--- config.mk ---
export PLATFORM = sky130hd
export DESIGN_NAME = indexed_list_store
export DESIGN_NICKNAME = d
export VERILOG_FILES = /design/src/sv/ils_pkg.sv /design/src/sv/indexed_list_store.sv
export SDC_FILE = /design/constraint.sdc
export NUM_CORES = 1
export LEC_CHECK = 0
export BUFFER_PORTS_ARGS = -buffer_cell sky130_fd_sc_hd__buf_4
export CAP_MARGIN = 0
export CELL_PAD_IN_SITES_DETAIL_PLACEMENT = 0
export CELL_PAD_IN_SITES_GLOBAL_PLACEMENT = 1
export CORE_UTILIZATION = 40
export DETAILED_ROUTE_END_ITERATION = 10
export PLACE_DENSITY = 0.73
export SLEW_MARGIN = 5
export SYNTH_ARGS = -nofsm -noshare
export SYNTH_HDL_FRONTEND = slang
export SYNTH_SLANG_ARGS = --single-unit
export TNS_END_PERCENT = 50
--- constraint.sdc ---
create_clock -name clk -period 9.5 [get_ports clk]
set_input_delay 0.95 -clock clk [delete_from_list [all_inputs] [get_ports clk]]
set_output_delay 0.95 -clock clk [all_outputs]
set_load 0.05 [all_outputs]
--- src/sv/ils_pkg.sv ---
package ils_pkg;

  // default storage shape
  localparam int unsigned DEPTH_DEF      = 16;
  localparam int unsigned DATA_WIDTH_DEF = 32;

  // fixed port field widths
  localparam int unsigned CMD_W    = 3;
  localparam int unsigned INDEX_W  = 4;
  localparam int unsigned VALUE_W  = 32;
  localparam int unsigned COUNT_W  = 5;
  localparam int unsigned STATUS_W = 2;

  typedef enum logic [CMD_W-1:0] {
    CMD_PUSH  = 3'd0,
    CMD_POP   = 3'd1,
    CMD_ERASE = 3'd2,
    CMD_READ  = 3'd3,
    CMD_WRITE = 3'd4,
    CMD_CLEAR = 3'd5
  } cmd_t;

  typedef enum logic [STATUS_W-1:0] {
    ST_OK    = 2'd0,
    ST_FULL  = 2'd1,
    ST_EMPTY = 2'd2,
    ST_RANGE = 2'd3
  } status_t;

endpackage

--- src/sv/indexed_list_store.sv ---
// channel | direction | handshake            | payload
// in_     | input     | in_valid / in_stall  | in_cmd, in_index, in_value
// out_    | output    | out_valid / out_stall| out_read_value, out_count, out_status
//
// push, pop, write, clear, unused codes and any rejected command finish in the accept cycle
// read goes through state S_RD: one registered read of the entry memory
// erase steps through S_ER_RD and S_ER_WR for each later entry, then S_FIN: each later entry moves down
// through the one read port and the one write port of the entry memory
// reset (synchronous, rst_n low) empties the list; the entry memory is not cleared
// a result waits in the output register; no new transaction is taken while it is stalled
module indexed_list_store #(
  parameter int unsigned DEPTH      = ils_pkg::DEPTH_DEF,
  parameter int unsigned DATA_WIDTH = ils_pkg::DATA_WIDTH_DEF
) (
  input  logic                          clk,
  input  logic                          rst_n,
  input  logic                          in_valid,
  output logic                          in_stall,
  input  logic [ils_pkg::CMD_W-1:0]     in_cmd,
  input  logic [ils_pkg::INDEX_W-1:0]   in_index,
  input  logic [ils_pkg::VALUE_W-1:0]   in_value,
  output logic                          out_valid,
  input  logic                          out_stall,
  output logic [ils_pkg::VALUE_W-1:0]   out_read_value,
  output logic [ils_pkg::COUNT_W-1:0]   out_count,
  output logic [ils_pkg::STATUS_W-1:0]  out_status
);
  import ils_pkg::*;

  // address bits for the memory, count bits that can hold DEPTH itself
  localparam int unsigned AW = $clog2(DEPTH);
  localparam int unsigned CW = $clog2(DEPTH + 1);
  localparam logic [CW-1:0] DEPTH_C = CW'(DEPTH);
  localparam logic [CW-1:0] ONE_C   = CW'(1);

  typedef enum logic [2:0] {
    S_IDLE,
    S_RD,
    S_ER_RD,
    S_ER_WR,
    S_FIN
  } state_t;

  state_t               state_r;
  logic [CW-1:0]        count_r;
  logic [CW-1:0]        addr_r;
  logic                 out_valid_r;
  logic [VALUE_W-1:0]   out_read_value_r;
  logic [CW-1:0]        out_count_r;
  status_t              out_status_r;

  // entry memory, one write and one registered read per cycle
  logic [DATA_WIDTH-1:0] mem [DEPTH];
  logic [DATA_WIDTH-1:0] rdata_r;
  logic                  mem_we;
  logic [AW-1:0]         mem_waddr;
  logic [DATA_WIDTH-1:0] mem_wdata;
  logic [AW-1:0]         mem_raddr;

  logic                  in_fire;
  logic                  slot_free;
  logic [CW+INDEX_W-1:0] idx_wide;
  logic [CW+INDEX_W-1:0] cnt_wide;
  logic                  idx_ok;
  logic [DATA_WIDTH+VALUE_W-1:0] val_in_wide;
  logic [DATA_WIDTH-1:0]         val_in;
  logic [DATA_WIDTH+VALUE_W-1:0] rd_out_wide;
  logic [CW+COUNT_W-1:0]         out_cnt_wide;
  logic [CW-1:0]                 addr_inc;
  logic                          shift_more;

  // output slot can take a new result this cycle
  assign slot_free = !out_valid_r || !out_stall;
  assign in_stall  = (state_r != S_IDLE) || !slot_free;
  assign in_fire   = in_valid && !in_stall;

  // index range check at a common width
  assign idx_wide = {{CW{1'b0}}, in_index};
  assign cnt_wide = {{INDEX_W{1'b0}}, count_r};
  assign idx_ok   = idx_wide < cnt_wide;

  // fit the port word to the stored width and back
  assign val_in_wide = {{DATA_WIDTH{1'b0}}, in_value};
  assign val_in      = val_in_wide[DATA_WIDTH-1:0];
  assign rd_out_wide = {{VALUE_W{1'b0}}, rdata_r};

  // erase walk: next source entry and whether one is left
  assign addr_inc   = addr_r + ONE_C;
  assign shift_more = addr_inc < count_r;

  // memory port control
  always_comb begin
    mem_we    = 1'b0;
    mem_waddr = addr_r[AW-1:0];
    mem_wdata = rdata_r;
    mem_raddr = addr_r[AW-1:0];
    unique case (state_r)
      S_IDLE: begin
        mem_raddr = idx_wide[AW-1:0];
        if (in_fire && in_cmd == CMD_PUSH && count_r < DEPTH_C) begin
          mem_we    = 1'b1;
          mem_waddr = count_r[AW-1:0];
          mem_wdata = val_in;
        end else if (in_fire && in_cmd == CMD_WRITE && idx_ok) begin
          mem_we    = 1'b1;
          mem_waddr = idx_wide[AW-1:0];
          mem_wdata = val_in;
        end
      end
      S_ER_RD: begin
        mem_raddr = addr_inc[AW-1:0];
      end
      S_ER_WR: begin
        // data of entry addr_r + 1 moves down to addr_r
        mem_we = 1'b1;
      end
      S_RD, S_FIN: begin
      end
      default: begin
      end
    endcase
  end

  always_ff @(posedge clk) begin
    if (mem_we) begin
      mem[mem_waddr] <= mem_wdata;
    end
    rdata_r <= mem[mem_raddr];
  end

  // sequencer, count and output register
  always_ff @(posedge clk) begin
    if (!rst_n) begin
      state_r     <= S_IDLE;
      count_r     <= '0;
      addr_r      <= '0;
      out_valid_r <= 1'b0;
    end else begin
      if (out_valid_r && !out_stall) begin
        out_valid_r <= 1'b0;
      end
      unique case (state_r)
        S_IDLE: begin
          if (in_fire) begin
            // default result: done on acceptance, no read data
            out_valid_r      <= 1'b1;
            out_read_value_r <= '0;
            out_status_r     <= ST_OK;
            out_count_r      <= count_r;
            addr_r           <= idx_wide[CW-1:0];
            unique case (in_cmd)
              CMD_PUSH: begin
                if (count_r < DEPTH_C) begin
                  count_r     <= count_r + ONE_C;
                  out_count_r <= count_r + ONE_C;
                end else begin
                  out_status_r <= ST_FULL;
                end
              end
              CMD_POP: begin
                if (count_r != '0) begin
                  count_r     <= count_r - ONE_C;
                  out_count_r <= count_r - ONE_C;
                end else begin
                  out_status_r <= ST_EMPTY;
                end
              end
              CMD_ERASE: begin
                if (idx_ok) begin
                  out_valid_r <= 1'b0;
                  state_r     <= S_ER_RD;
                end else begin
                  out_status_r <= ST_RANGE;
                end
              end
              CMD_READ: begin
                if (idx_ok) begin
                  out_valid_r <= 1'b0;
                  state_r     <= S_RD;
                end else begin
                  out_status_r <= ST_RANGE;
                end
              end
              CMD_WRITE: begin
                if (!idx_ok) begin
                  out_status_r <= ST_RANGE;
                end
              end
              CMD_CLEAR: begin
                count_r     <= '0;
                out_count_r <= '0;
              end
              default: begin
                // unused codes leave the list as it is
              end
            endcase
          end
        end
        S_RD: begin
          if (slot_free) begin
            out_valid_r      <= 1'b1;
            out_read_value_r <= rd_out_wide[VALUE_W-1:0];
            out_count_r      <= count_r;
            out_status_r     <= ST_OK;
            state_r          <= S_IDLE;
          end
        end
        S_ER_RD: begin
          if (shift_more) begin
            state_r <= S_ER_WR;
          end else begin
            count_r <= count_r - ONE_C;
            state_r <= S_FIN;
          end
        end
        S_ER_WR: begin
          addr_r  <= addr_inc;
          state_r <= S_ER_RD;
        end
        S_FIN: begin
          if (slot_free) begin
            out_valid_r      <= 1'b1;
            out_read_value_r <= '0;
            out_count_r      <= count_r;
            out_status_r     <= ST_OK;
            state_r          <= S_IDLE;
          end
        end
        default: begin
          state_r <= S_IDLE;
        end
      endcase
    end
  end

  assign out_cnt_wide   = {{COUNT_W{1'b0}}, out_count_r};
  assign out_valid      = out_valid_r;
  assign out_read_value = out_read_value_r;
  assign out_count      = out_cnt_wide[COUNT_W-1:0];
  assign out_status     = out_status_r;

  // the list never holds more than DEPTH entries
  a_count_bound: assert property (@(posedge clk) disable iff (!rst_n)
    count_r <= DEPTH_C)
    else $error("entry count above depth");

  // an accepted push on a non-full list grows the count by one
  a_push_grows: assert property (@(posedge clk) disable iff (!rst_n)
    in_fire && in_cmd == CMD_PUSH && count_r < DEPTH_C
    |=> count_r == $past(count_r) + ONE_C)
    else $error("push did not grow the list");

  // an erase move only copies from an entry that is held
  a_erase_src: assert property (@(posedge clk) disable iff (!rst_n)
    state_r == S_ER_WR |-> addr_inc < count_r)
    else $error("erase move past the tail");

  // the count is stable while a read or an erase is in the memory walk
  a_count_hold: assert property (@(posedge clk) disable iff (!rst_n)
    state_r == S_ER_WR || state_r == S_RD |=> $stable(count_r))
    else $error("count changed during memory walk");

  // a reported result never shows more entries than the depth
  a_out_count: assert property (@(posedge clk) disable iff (!rst_n)
    out_valid_r |-> out_count_r <= DEPTH_C)
    else $error("result count above depth");

endmodule

# [After elaboration in Yosys (flattened, before gate mapping)]
# Memory sizes are Yosys's and may differ from the RTL's. A register that Yosys moved wholly into a read port is not among the register bits.
# Index checks and enable logic that the tools add are counted.
[classes] muxes=46 order_cmp=3 n_eq_ne=17 n_addsub=3 n_reduce_logical=28
[op_table] op="$mux W32" count=6
[op_table] op="$pmux W32 S3" count=1
[op_table] op="$mux W5" count=6
[op_table] op="$pmux W5 S2" count=3
[op_table] op="$mux W3" count=5
[op_table] op="$pmux W5 S3" count=1
[op_table] op="$eq A3 B2 Y1 const B" count=4
[op_table] op="$mux W4" count=3
[op_table] op="$pmux W3 S4" count=1
[op_table] op="$add A5 B1 Y5 const B" count=2
[op_table] op="$mux W1" count=10
[op_table] op="$reduce_and A5 Y1" count=2
[op_table] op="$eq A3 B3 Y1 const B" count=3
[op_table] op="$mux W2" count=4
[op_table] op="$ne A2 B2 Y1 const B" count=4
[op_table] op="$pmux W4 S2" count=1
[op_table] op="$eq A3 B1 Y1 const B" count=2
[op_table] op="$logic_and A1 B1 Y1" count=6
[op_table] op="$logic_not A3 Y1" count=2
[op_table] op="$ne A3 B3 Y1 const B" count=2
[op_table] op="$pmux W2 S3" count=1
[op_table] op="$pmux W3 S2" count=1
[op_table] op="$reduce_bool A2 Y1" count=3
[op_table] op="$reduce_bool A3 Y1" count=2
[op_table] op="other kinds (16)" count=22
[word_totals] ramBits=512 input_bits=43 output_inout_bits=41 ff_bits=53 n_memories=1 word_cells=105
[mem_list] memory="mem" words=16 width=32 rd=1 rd_ports_with_merged_regs=1 wr=1 line_no="indexed_list_store.sv:53" rtl="logic [DATA_WIDTH-1:0] mem [DEPTH];"

# [Depth between registers and ports, before layout]
# Gate-level depths: netlist of run 1.
[depth] depth_word=13 mapped_depth=10 mapped_depth_nobuf=8

# [Worst setup path after synthesis of run 1]
# No wires, ideal clock.
[synth_path] path_type="input port to flip-flop" from="input in_cmd[2] (netlist bit)" to="memory mem[0][0] (netlist bit), enable pin" arrival_ps=4586 setup_ps=461 path_buffers=2 slack_ps=4453 cell_stages=8 required_ps=9039 path_cell_list="clkbuf_1 -> nor4_1 -> buf_2 -> mux2i_1 -> nand2_1 -> a211oi_1 -> nor2_1 -> nor3_1"
[synth_via] elab_chain_cells=8 elab_cells_between_ends=14 classes_between="1 x eq/ne; 8 x mux; 5 x reduce/logical"
[synth_lines] element="start, declared" line_no="indexed_list_store.sv:19" rtl="input logic [ils_pkg::CMD_W-1:0] in_cmd,"
[synth_lines] element="$eq A3 B3 Y1" line_no="indexed_list_store.sv:104" rtl="end else if (in_fire && in_cmd == CMD_WRITE && idx_ok) begin"
[synth_lines] element="$logic_and A1 B1 Y1 (2 in series)" line_no="indexed_list_store.sv:104"
[synth_lines] element="$mux W1" line_no="indexed_list_store.sv:104"
[synth_lines] element="$mux W1" line_no="indexed_list_store.sv:100" rtl="if (in_fire && in_cmd == CMD_PUSH && count_r < DEPTH_C) begin"
[synth_lines] element="$pmux W1 S2" line_no="indexed_list_store.sv:97" rtl="unique case (state_r)"
[synth_lines] element="$mux W1" line_no="indexed_list_store.sv:125" rtl="if (mem_we) begin"
[synth_lines] element="$mux W1 (implied by the code)" line_no="indexed_list_store.sv:126" rtl="mem[mem_waddr] <= mem_wdata;"
[synth_lines] element="end, declared" line_no="indexed_list_store.sv:53"
# Several ways; a longest one is shown, not always the timed one.

# [Worst setup path after layout of run 1]
[layout_path] from="register state_r[2]" to="register rdata_r[4] (read register of mem)"
[layout_via] elab_chain_cells=2 elab_cells_between_ends=3 classes_between="1 x eq/ne; 1 x mux; 1 x reduce/logical"
[layout_lines] element="start, declared" line_no="indexed_list_store.sv:44" rtl="state_t state_r;"
[layout_lines] element="start signal, assigned" line_no="indexed_list_store.sv:134" rtl="state_r <= S_IDLE;"
[layout_lines] element="start signal, assigned" line_no="indexed_list_store.sv:171" rtl="state_r <= S_ER_RD;"
[layout_lines] element="start signal, assigned" line_no="indexed_list_store.sv:179" rtl="state_r <= S_RD;"
[layout_lines] element="$eq A3 B2 Y1 / $logic_not A3 Y1 (equally long branches)" line_no="indexed_list_store.sv:97"
[layout_lines] element="$pmux W4 S2 *" line_no="indexed_list_store.sv:97"
[layout_lines] element="end, declared" line_no="indexed_list_store.sv:54" rtl="logic [DATA_WIDTH-1:0] rdata_r;"
# Every way passes the cells marked *; elsewhere a longest branch is shown, timed or not.
# A chain may end at the register's enable or synchronous reset.

==> results of run 1 <==
-- power groups by stage --
stage                     combinational (mW)  sequential [mW]  clock (mW)
after floorplan                        0.339             3.10           0
after global placement                 0.483             3.09           0
after detailed placement               0.497             3.09           0
after CTS                              0.498             3.04        2.34
after global routing                   0.538             3.04        2.45
final                                  0.491             3.04        2.29
-- area by class of cell --
type,count,area (um2)
fill,5084,32500
sequential,597,17500
multi-input combinational,825,6440
clock buffer,75,1600
tap,782,978
timing repair buffer,121,921
clock inverter,35,329
inverter,9,33.8
-- cells in the mapped netlist, drive strengths merged, types with 5 or more instances --
cell / number
ha: 10
nand2b: 5
o21ai: 17
nor3: 22
a31oi: 5
buf: 47
mux2: 161
a221oi: 5
mux2i: 132
and3: 5
nand4: 35
nand2: 148
nor2: 29
edfxtp: 551
nand3: 10
inv: 7
o211ai: 131
a21oi: 21
clkbuf: 48
and2: 33
dfxtp: 46
-- cell families after synthesis --
kind of cell,synth area share [%]
xor+xnor,0.144
fa+ha+maj,0.514
mux,12.9
compound gates,6.54
simple gates,5.85
buf+inv,2.34
flops,71.7
-- state kept, by name, summed over array words and instances, names as in the netlist --
register and flops:
count_r 5, out_valid 1, rdata_r 32, out_count 5
state_r 3, out_status 2, mem 512, out_read_value 32
addr_r 5
-- worst max-delay path: cells and delay by family (launching register included) --
family                 cells  cell delay [ns]
and+or+nand+nor            2             0.66
muxes                      1             0.42
DFF                        1             0.38
buffers and inverters      2             1.61
AOI/OAI and AO/OA          2             0.60
-- routing by layer --
metal	GRT usage, %	routed length [um]	vias to the layer above
met5	0	0	-
met4	4.01	888	0
met3	2.65	2360	69
met2	27.2	25200	318
met1	24.4	24700	6720
li1	-	-	6139
-- per-stage QoR --
stage | setup slack, ns | instance area (um2) | utilization, % | cells
after floorplan | 4.45 | 24300 | - | 1526
after global placement | 5.35 | 25800 | 42.9 | 2334
after detailed placement | 5.30 | 25800 | 42.9 | 2334
after CTS | 5.50 | 27800 | 46.1 | 2444
after global routing | 5.22 | 27800 | 46.1 | 2444
final | 5.43 | 27800 | 46.1 | 2444
-- worst max path at each step --
stage / startpoint / to / slack (ns) / cells after the start
after floorplan: in_cmd[2] / mem[0][0] / 4.45 / 8
after global placement: in_index[0] / rdata_r[28] / 5.35 / 8
after detailed placement: in_index[0] / rdata_r[25] / 5.30 / 8
after CTS: state_r[2] / rdata_r[25] / 5.50 / 7
after global routing: state_r[2] / rdata_r[4] / 5.22 / 7
final: state_r[2] / rdata_r[4] / 5.43 / 7
==> summary.md, run 1 <==
| Metric | Value |
|---|---|
| P_leak | 9.41 nW |
| Data required time of the worst path | 9.99 ns |
| # IOs | 84 |
| Starting density of the core | 40.4% |
| CTS buffer count | 58 |
| Setup bufs post-CTS | 0 |
| Max-slew violation count | 0 |
| Gr ovfl total | 0 |
| Synth top area share | 68.0% |
| Antenna Cells | 0 |
| Seq pwr share | 52.2% |
| Area grow syn2layout | 14.0% |
| VDD IR max | 148 uV |
| Switching share of power | 22.8% |
| Core Rows | 90 |
| Post-Route WL | 53.1 mm |
| Syn_nets | 1579 |
| Register-to-Register Path Depth | 7 |
| Port Buffers | 83 |
| Avg Inst Size Synth | 16.0 um2 |
| Post-synthesis instance total | 1526 |
| Most frequent cells in the layout | edfxtp_1 (551), nand2_1 (148), mux2i_1 (132) |
| Die Ht | 249 um |
| Cell Area, Synth | 24300 um2 |
| Worst r2r dst | rdata_r[4] |
| Max Buffers Root-to-Sink | 3 |
| DR vias | 13246 |
| Post-CTS sizing | 0 |
| Overall Global Routing Usage | 17.0% |
| Crit. End Element | flip-flop |
| Predominant post-synthesis flop cell | edfxtp_1 |
| Post-DR wirelength/cell | 21.7 um |
| Switching pwr | 1.33 mW |
| Slew HR | 24.2% |
| Worst hold start | addr_r[4] |
| Nets | 1665 |
| Pint | 4.50 mW |
| Synthesized flop and latch total | 597 |
| Post-DRT Antenna Nets | 0 |
| GPL Wtd Cong | 0.782 |
| HP Class | reg2reg |
| R2R setup slack | 5.43 ns |
| Vias in the first global route | 13124 |
| Full die area | 61900 um2 |
| Critical path type | reg2reg |
| Final TNS setup | 0 ns |
| Root Driver | clkbuf_16 |
| H-Tree Level Count | 2 |
| Max incr delay on CP | 1.00 ns |
| Synth top area cells | edfxtp_1 (68%), mux2_2 (6.1%), mux2i_1 (5.4%) |
| Worst-margin pin slew | 1.14 ns |
| Worst flop-to-flop path startpoint | state_r[2] |
| Startpoint types | flip-flop |
| Pin count of the biggest net entering global routing | 143 |
| Commonest non-fill, non-tap cell in the layout | edfxtp_1 |
| Tmin final | 4.07 ns |
| CTS Hold Bufs | 0 |
| Synth area leader | edfxtp_1 |
| Async SR Flop Fraction | 0% |
| Critical path, cell by cell | or2_1 -> o31ai_4 -> buf_12 -> buf_4 -> mux2_2 -> o211ai_1 -> nand4_1 |
| Vias per cell | 5.42 |
| Detailed-route DRC error count | 0 |
| Fmax | 0.246 GHz |
| Cell variety after synth | 62 |
| Seq/Total Area, Yosys | 71.7% |
| Post-Route Skew | 0.0177 ns |
| Iteration-0 DRC Markers | 885 |
| EDFF count, synth | 551 |
| # setup viols final | 0 |
| Sink Count | 597 |
| Final Cycle Share | 42.9% |
| Fin. Hold Viols | 0 |
| Worst path slowest cell | buf_4 |
| Initial antenna violation count | 1 |
| Clk_lat worst skew | 0.61 ns |
| Reg clk slew, reported paths | 0.07 ns |
| Worst Hold End | addr_r[4] |
| Cell depth of the worst hold path | 2 |
| Global-route wire length before repair | 80.5 mm |
| RSZ-0062 raised after global routing | false |
| Post-DP HPWL | 29.2 mm |
| Clock power share | 39.4% |
| Worst EP arrival | 4.57 ns |
| Yosys warns | 0 |
| Hold WS | 0.482 ns |
| Core area | 60200 um2 |
| CP Max Fanout | 142 |
| Combinational share of power | 8.4% |
| Die width | 249 um |
| CTS tree | done |
| Layout cells sized above 1 | 22.4% |
| TritonRoute pass-1 iters | 5 |
| Result of the run | finished clean |
| Total power | 5.82 mW |
| PD cells | 210 nW/um2 |
| Number of max-cap violations | 0 |
(Power assumes the default switching activity.)
==> inputs of run 2 (changes only) <==
==> constraint.sdc (replaced) <==
create_clock -name clk -period 4 [get_ports clk]
set_input_delay 0.4 -clock clk [delete_from_list [all_inputs] [get_ports clk]]
set_output_delay 0.4 -clock clk [all_outputs]
set_load 0.05 [all_outputs]
==> summary.md, run 2 (synthesis gave the netlist of run 1 again) <==
| Metric | Value |
|---|---|
| Result of the run | finished clean |
| Register-to-Register Path Depth | 8 (+1) |
| Post-DRT Antenna Nets | 0 (unchanged) |
| # setup viols final | 0 (unchanged) |
| Die width | 249 um (unchanged) |
| Root Driver | clkbuf_16 |
| Final TNS setup | 0 ns (unchanged) |
| Nets | 1674 (+0.54%) |
| Overall Global Routing Usage | 16.7% (-0.27 points) |
| Number of flip-flops in the largest register | 512 (unchanged) |
| # IOs | 84 (unchanged) |
| Data required time of the worst path | 4.25 ns (-5.74 ns) |
| R2R setup slack | 0.66 ns (-4.77 ns) |
| Fin area | 28000 um2 (+0.75%) |
| Pin count of the biggest net entering global routing | 89 (-38%) |
| CP Max Fanout | 32 (-77%) |
| Sink Count | 597 (unchanged) |
| Met3 GRT Util | 2.68% (+0.021 points) |
| Post-Route WL | 51.3 mm (-3.3%) |
| Gr ovfl total | 0 (unchanged) |
| Antenna Cells | 0 (unchanged) |
| Final core utilization | 46.4% (+0.34 points) |
| Layout cells sized above 1 | 23.0% (+0.55 points) |
| CTS Hold Bufs | 0 (unchanged) |
| Post-Route Skew | 0.0209 ns (+0.00314 ns) |
| Fin. Hold Viols | 0 (unchanged) |
| Global route hottest layer | met2 |
| Met2 usage | 27.4% (+0.22 points) |
| Setup bufs post-CTS | 0 (unchanged) |
| HP Class | in2reg |
| Placement Setup Slack | 0.714 ns (-4.59 ns) |
| Starting density of the core | 40.4% (unchanged) |
| Worst r2r dst | mem[15][8] |
| Post-DR wirelength/cell | 20.9 um (-3.7%) |
| Reg clk slew, reported paths | 0.07 ns (about the same) |
| RSZ-0062 raised after global routing | false |
| Vias in the first global route | 13241 (+0.89%) |
| Crit. End Element | flip-flop |
| Max Buffers Root-to-Sink | 3 (unchanged) |
| Critical path type | reg2reg |
| Area grow syn2layout | 14.9% |
| Worst EP arrival | 3.59 ns (-0.98 ns) |
| Register with the most flip-flops | mem |
| Worst Hold End | state_r[0] |
| Post-CTS sizing | 0 (unchanged) |
| Vias per cell | 5.40 (-0.35%) |
| Multi-input logic area | 6440 um2 (unchanged) |
| Full die area | 61900 um2 (unchanged) |
| Worst hold start | out_stall |
| Storage cell area | 17500 um2 (unchanged) |
| Post-DP HPWL | 30.7 mm (+5.2%) |
| Core Rows | 90 (unchanged) |
| Grt met1 use | 22.7% (-1.6 points) |
| CTS tree | done |
| Placed inst area | 26000 um2 (+0.68%) |
| Cell depth of the worst hold path | 3 (+1) |
| Tmin final | 3.34 ns (-0.732 ns) |
| PD cells | 501 nW/um2 (+140%) |
| Placed cells | 2344 (+0.43%) |
| DR vias | 13243 (-0.023%) |
| Filler cells | 5057 (-0.53%) |
| Worst-margin pin slew | 0.999 ns (-0.137 ns) |
| Finished Layout Cells | 2452 (+0.33%) |
| CTS buffer count | 57 (-1.7%) |
| Global-route wire length before repair | 80.0 mm (-0.67%) |
| Clk_lat worst skew | 0.63 ns (+0.02 ns) |
| Slew HR | 33.4% (+9.2 points) |
| Final Cycle Share | 83.5% (+41 points) |
| Port Buffers | 83 (unchanged) |
| Worst flop-to-flop path startpoint | count_r[2] |
| Number of max-cap violations | 0 (unchanged) |
| Most frequent cells in the layout | edfxtp_1 (551), nand2_1 (148), mux2i_1 (132) |
| GPL Wtd Cong | 0.815 (+4.2%) |
| TritonRoute pass-1 iters | 7 (+2) |
| VDD IR max | 332 uV (+120%) |
| Core area | 60200 um2 (unchanged) |
| Die Ht | 249 um (unchanged) |
| Total power | 14.0 mW (+140%) |
| P_leak | 9.50 nW (+0.99%) |
| Iteration-0 DRC Markers | 908 (+2.6%) |
| Commonest non-fill, non-tap cell in the layout | edfxtp_1 |
| Hold WS | 0.0552 ns (-0.427 ns) |
| Startpoint types | flip-flop |
| Detailed-route DRC error count | 0 (unchanged) |
| H-Tree Level Count | 2 (unchanged) |
| Max-slew violation count | 0 (unchanged) |
| Fmax | 0.299 GHz (+22%) |
| Initial antenna violation count | 0 (-1) |
| Final WS setup | 0.660 ns (-4.77 ns) |
==> run 2: changes by cell type in the layout (fill, tap and decap cells not counted), sizes merged <==
| cell | delta |
|---|---|
| buf | +10 |
| bufinv | +4 |
| clkbuf | -4 |
| clkinv | -6 |
| inv | +4 |
==> run 2: per-layer routing <==
| metal | vias to the layer above | wire, um |
|---|---|---|
| met2 | 302 | 24900 |
| met1 | 6726 | 23000 |
| li1 | 6142 | - |
| met3 | 73 | 2230 |
| met5 | - | 0 |
| met4 | 0 | 1200 |
==> run 2: area by class of cell <==
type	instances	area share [%]
multi-input cells	825	23.0
repair buffers	131	3.92
inverters	9	0.121
flip-flops and latches	597	62.4
clock buffers	71	5.39
well taps	782	3.50
clock inverters	37	1.61
==> run 2: report_power, final <==
group	internal (mW)	switching [mW]	leakage, nW
Clock	3.28	2.33	0.951
Sequential	7.15	0.0569	5.40
Combinational	0.398	0.803	3.15
Total	10.8	3.19	9.50
==> run 2: critical path: stages, from the launching register on <==
cell      delay [ns]
dfxtp_1         0.59
inv_1           0.15
ha_1            0.30
o211ai_1        0.29
o211ai_1        0.18
o21ai_0         0.16
o221ai_1        0.48
nor3_2          0.30
buf_4           0.49
==> run 2: how the worst max path moves through the flow <==
stage	endpoint	slack, ns	startpoint
floorplan	mem[0][0]	-0.68	count_r[2]
global placement	mem[15][5]	0.74	count_r[2]
detailed placement	mem[15][5]	0.71	count_r[2]
CTS	mem[3][12]	0.67	count_r[2]
global route	mem[15][8]	0.39	count_r[2]
finish	mem[15][8]	0.66	count_r[2]
==> inputs of run 3 (changes only) <==
--- a/config.mk
+++ b/config.mk
@@ -11,7 +11,7 @@
 export CELL_PAD_IN_SITES_GLOBAL_PLACEMENT = 1
 export CORE_UTILIZATION = 40
 export DETAILED_ROUTE_END_ITERATION = 10
-export PLACE_DENSITY = 0.73
+export PLACE_DENSITY = 0.75
 export SLEW_MARGIN = 5
 export SYNTH_ARGS = -nofsm -noshare
 export SYNTH_HDL_FRONTEND = slang
==> constraint.sdc (replaced) <==
create_clock -name clk -period 3.06 [get_ports clk]
set_input_delay 0.306 -clock clk [delete_from_list [all_inputs] [get_ports clk]]
set_output_delay 0.306 -clock clk [all_outputs]
set_load 0.05 [all_outputs]
==> summary.md, run 3 (synthesis gave the netlist of run 1 again) <==
| Metric | Value |
|---|---|
| Max incr delay on CP | 0.79 ns (+0.20 ns) |
| Top delay family on crit path | compound AO/OA/AOI/OAI gates |
| Clk_lat worst skew | 0.63 ns (about the same) |
| P_leak | 9.80 nW (+3.1%) |
| Detailed-route DRC error count | 0 (unchanged) |
| Hold WS | 0.0716 ns (+0.0165 ns) |
| Die Ht | 249 um (unchanged) |
| Pin count of the biggest net entering global routing | 65 (-27%) |
| # setup viols final | 0 (unchanged) |
| Vias in the first global route | 13620 (+2.9%) |
| Fin. Hold Viols | 0 (unchanged) |
| Post-DR wirelength/cell | 21.4 um (+2.3%) |
| Worst-margin pin slew | 1.04 ns (+0.0406 ns) |
| CTS buffer count | 60 (+5.3%) |
| Final core utilization | 47.7% (+1.3 points) |
| VDD IR max | 454 uV (+37%) |
| DR vias | 13330 (+0.66%) |
| TritonRoute pass-1 iters | 5 (-2) |
| Max-slew violation count | 0 (unchanged) |
| Worst hold start | in_index[2] |
| Register with the most flip-flops | mem |
| Slew HR | 30.3% (-3.0 points) |
| Worst flop-to-flop path startpoint | count_r[1] |
| Tmin final | 2.91 ns (-0.431 ns) |
| Data required time of the worst path | 3.42 ns (-0.83 ns) |
| Max Buffers Root-to-Sink | 3 (unchanged) |
| Final Cycle Share | 95.1% (+12 points) |
| Critical path type | reg2reg |
| Gr ovfl total | 0 (unchanged) |
| Port Buffers | 83 (unchanged) |
| RSZ-0062 raised after global routing | true |
| Most frequent cells in the layout | edfxtp_1 (551), nand2_1 (148), mux2i_1 (132) |
| Worst path slowest cell | a31oi_1 |
| GPL Wtd Cong | 0.854 (+4.8%) |
| Post-DRT Antenna Nets | 0 (unchanged) |
| Post-Route Skew | 0.0220 ns (+0.00113 ns) |
| Layout cells sized above 1 | 24.3% (+1.3 points) |
| Iteration-0 DRC Markers | 970 (+6.8%) |
| Crit path launch | count_r[1] |
| Overall Global Routing Usage | 17.2% (+0.52 points) |
| Commonest non-fill, non-tap cell in the layout | edfxtp_1 |
| Area grow syn2layout | 18.1% |
| Sink Count | 597 (unchanged) |
| Setup bufs post-CTS | 0 (unchanged) |
| Initial antenna violation count | 1 (+1) |
| HP Class | in2reg |
| Post-Route WL | 53.2 mm (+3.6%) |
| Crit. End Element | flip-flop |
| Finished Layout Cells | 2482 (+1.2%) |
| Placed inst area | 26700 um2 (+2.6%) |
| Post-DP HPWL | 32.2 mm (+4.9%) |
| WP buf/inv | 2 (unchanged) |
| Root Driver | clkbuf_16 |
| Final WS setup | 0.151 ns (-0.509 ns) |
| H-Tree Level Count | 2 (unchanged) |
| Vias per cell | 5.37 (-0.56%) |
| Result of the run | finished clean |
| Die width | 249 um (unchanged) |
| Worst EP arrival | 3.26 ns (-0.33 ns) |
| Core area | 60200 um2 (unchanged) |
| Number of flip-flops in the largest register | 512 (unchanged) |
| Nets | 1701 (+1.6%) |
| Placed cells | 2364 (+0.85%) |
| Filler cells | 5001 (-1.1%) |
| Startpoint types | flip-flop |
| Number of max-cap violations | 0 (unchanged) |
| Placement Setup Slack | 0.0428 ns (-0.671 ns) |
| CP Max Fanout | 27 (-16%) |
| Full die area | 61900 um2 (unchanged) |
| Starting density of the core | 40.4% (unchanged) |
| Fin area | 28700 um2 (+2.8%) |
| Reg clk slew, reported paths | 0.06 ns (about the same) |
| Global-route wire length before repair | 82.1 mm (+2.6%) |
| Fmax | 0.344 GHz (+15%) |
| Core Rows | 90 (unchanged) |
| CTS tree | done |
| PD cells | 643 nW/um2 (+28%) |
| # IOs | 84 (unchanged) |
| Critical path, cell by cell | inv_1 -> ha_1 -> a211oi_4 -> o21ai_0 -> a221oi_1 -> a31oi_1 -> nor3_4 -> buf_12 |
run 3: cell types whose count changed in the layout (fill, tap and decap cells not counted), moves of 4 or more:
cell           previous run  this run
buf_4                   122       113
clkbuf_1                 11        17
nor3_4                    0        16
dlygate4sd3_1             0         4
nor3_2                   16         0
buf_12                    9        38
run 3: worst register-to-register path: stages, from the launching register on:
cell and delay [ns]:
dfxtp_2 0.39, inv_1 0.11, ha_1 0.33, a211oi_4 0.08, o21ai_0 0.43, a221oi_1 0.17, a31oi_1 0.79, nor3_4 0.10
buf_12 0.23
run 3: report_power, final:
part | switching (mW) | total (mW) | internal (mW)
clock network | 3.03 | 7.37 | 4.34
registers | 0.0615 | 9.42 | 9.35
logic | 1.13 | 1.71 | 0.579
total | 4.22 | 18.5 | 14.3
run 3: final cells by class:
cell class | instances | area (um2) | share of cell area, %
diodes | 2 | 5.00 | 0.0174
clock buffers | 79 | 1590 | 5.54
clock inverters | 33 | 402 | 1.40
inverters | 9 | 36.3 | 0.126
multi-input cells | 825 | 6610 | 23.0
flip-flops and latches | 597 | 17500 | 60.8
well taps | 782 | 978 | 3.40
repair buffers | 155 | 1650 | 5.74
run 3: routing by layer:
| layer | vias up | routed length (um) | share of wire (%) | global-route usage, % |
|---|---|---|---|---|
| met1 | 6739 | 24400 | 46 | 23.7 |
| met4 | 0 | 1090 | 2.1 | 5.00 |
| met5 | - | 0 | 0 | 0 |
| met3 | 83 | 2090 | 3.9 | 2.32 |
| li1 | 6218 | - | - | - |
| met2 | 290 | 25600 | 48 | 28.6 |
run 3: worst paths after layout:
check                 to  slack [ns]  cells after the start
max reg2reg  mem[13][31]        0.15                      8
min reg2reg    addr_r[4]        0.50                      2
max          mem[13][31]        0.15                      8
min            addr_r[2]        0.07                      3
run 3: repair_timing:
action                     in CTS  in global routing
hold endpoints to repair        5                  0
setup endpoints to repair       0                237
resized for setup               0                  4
hold buffers                    4                  0
run 3: stage by stage:
step,power (mW),TNS [ns]
floorplan,10.7,-18.52
global placement,11.3,0
detailed placement,11.3,0
CTS,18.7,0
global route,19.1,-0.00179
finish,18.5,0
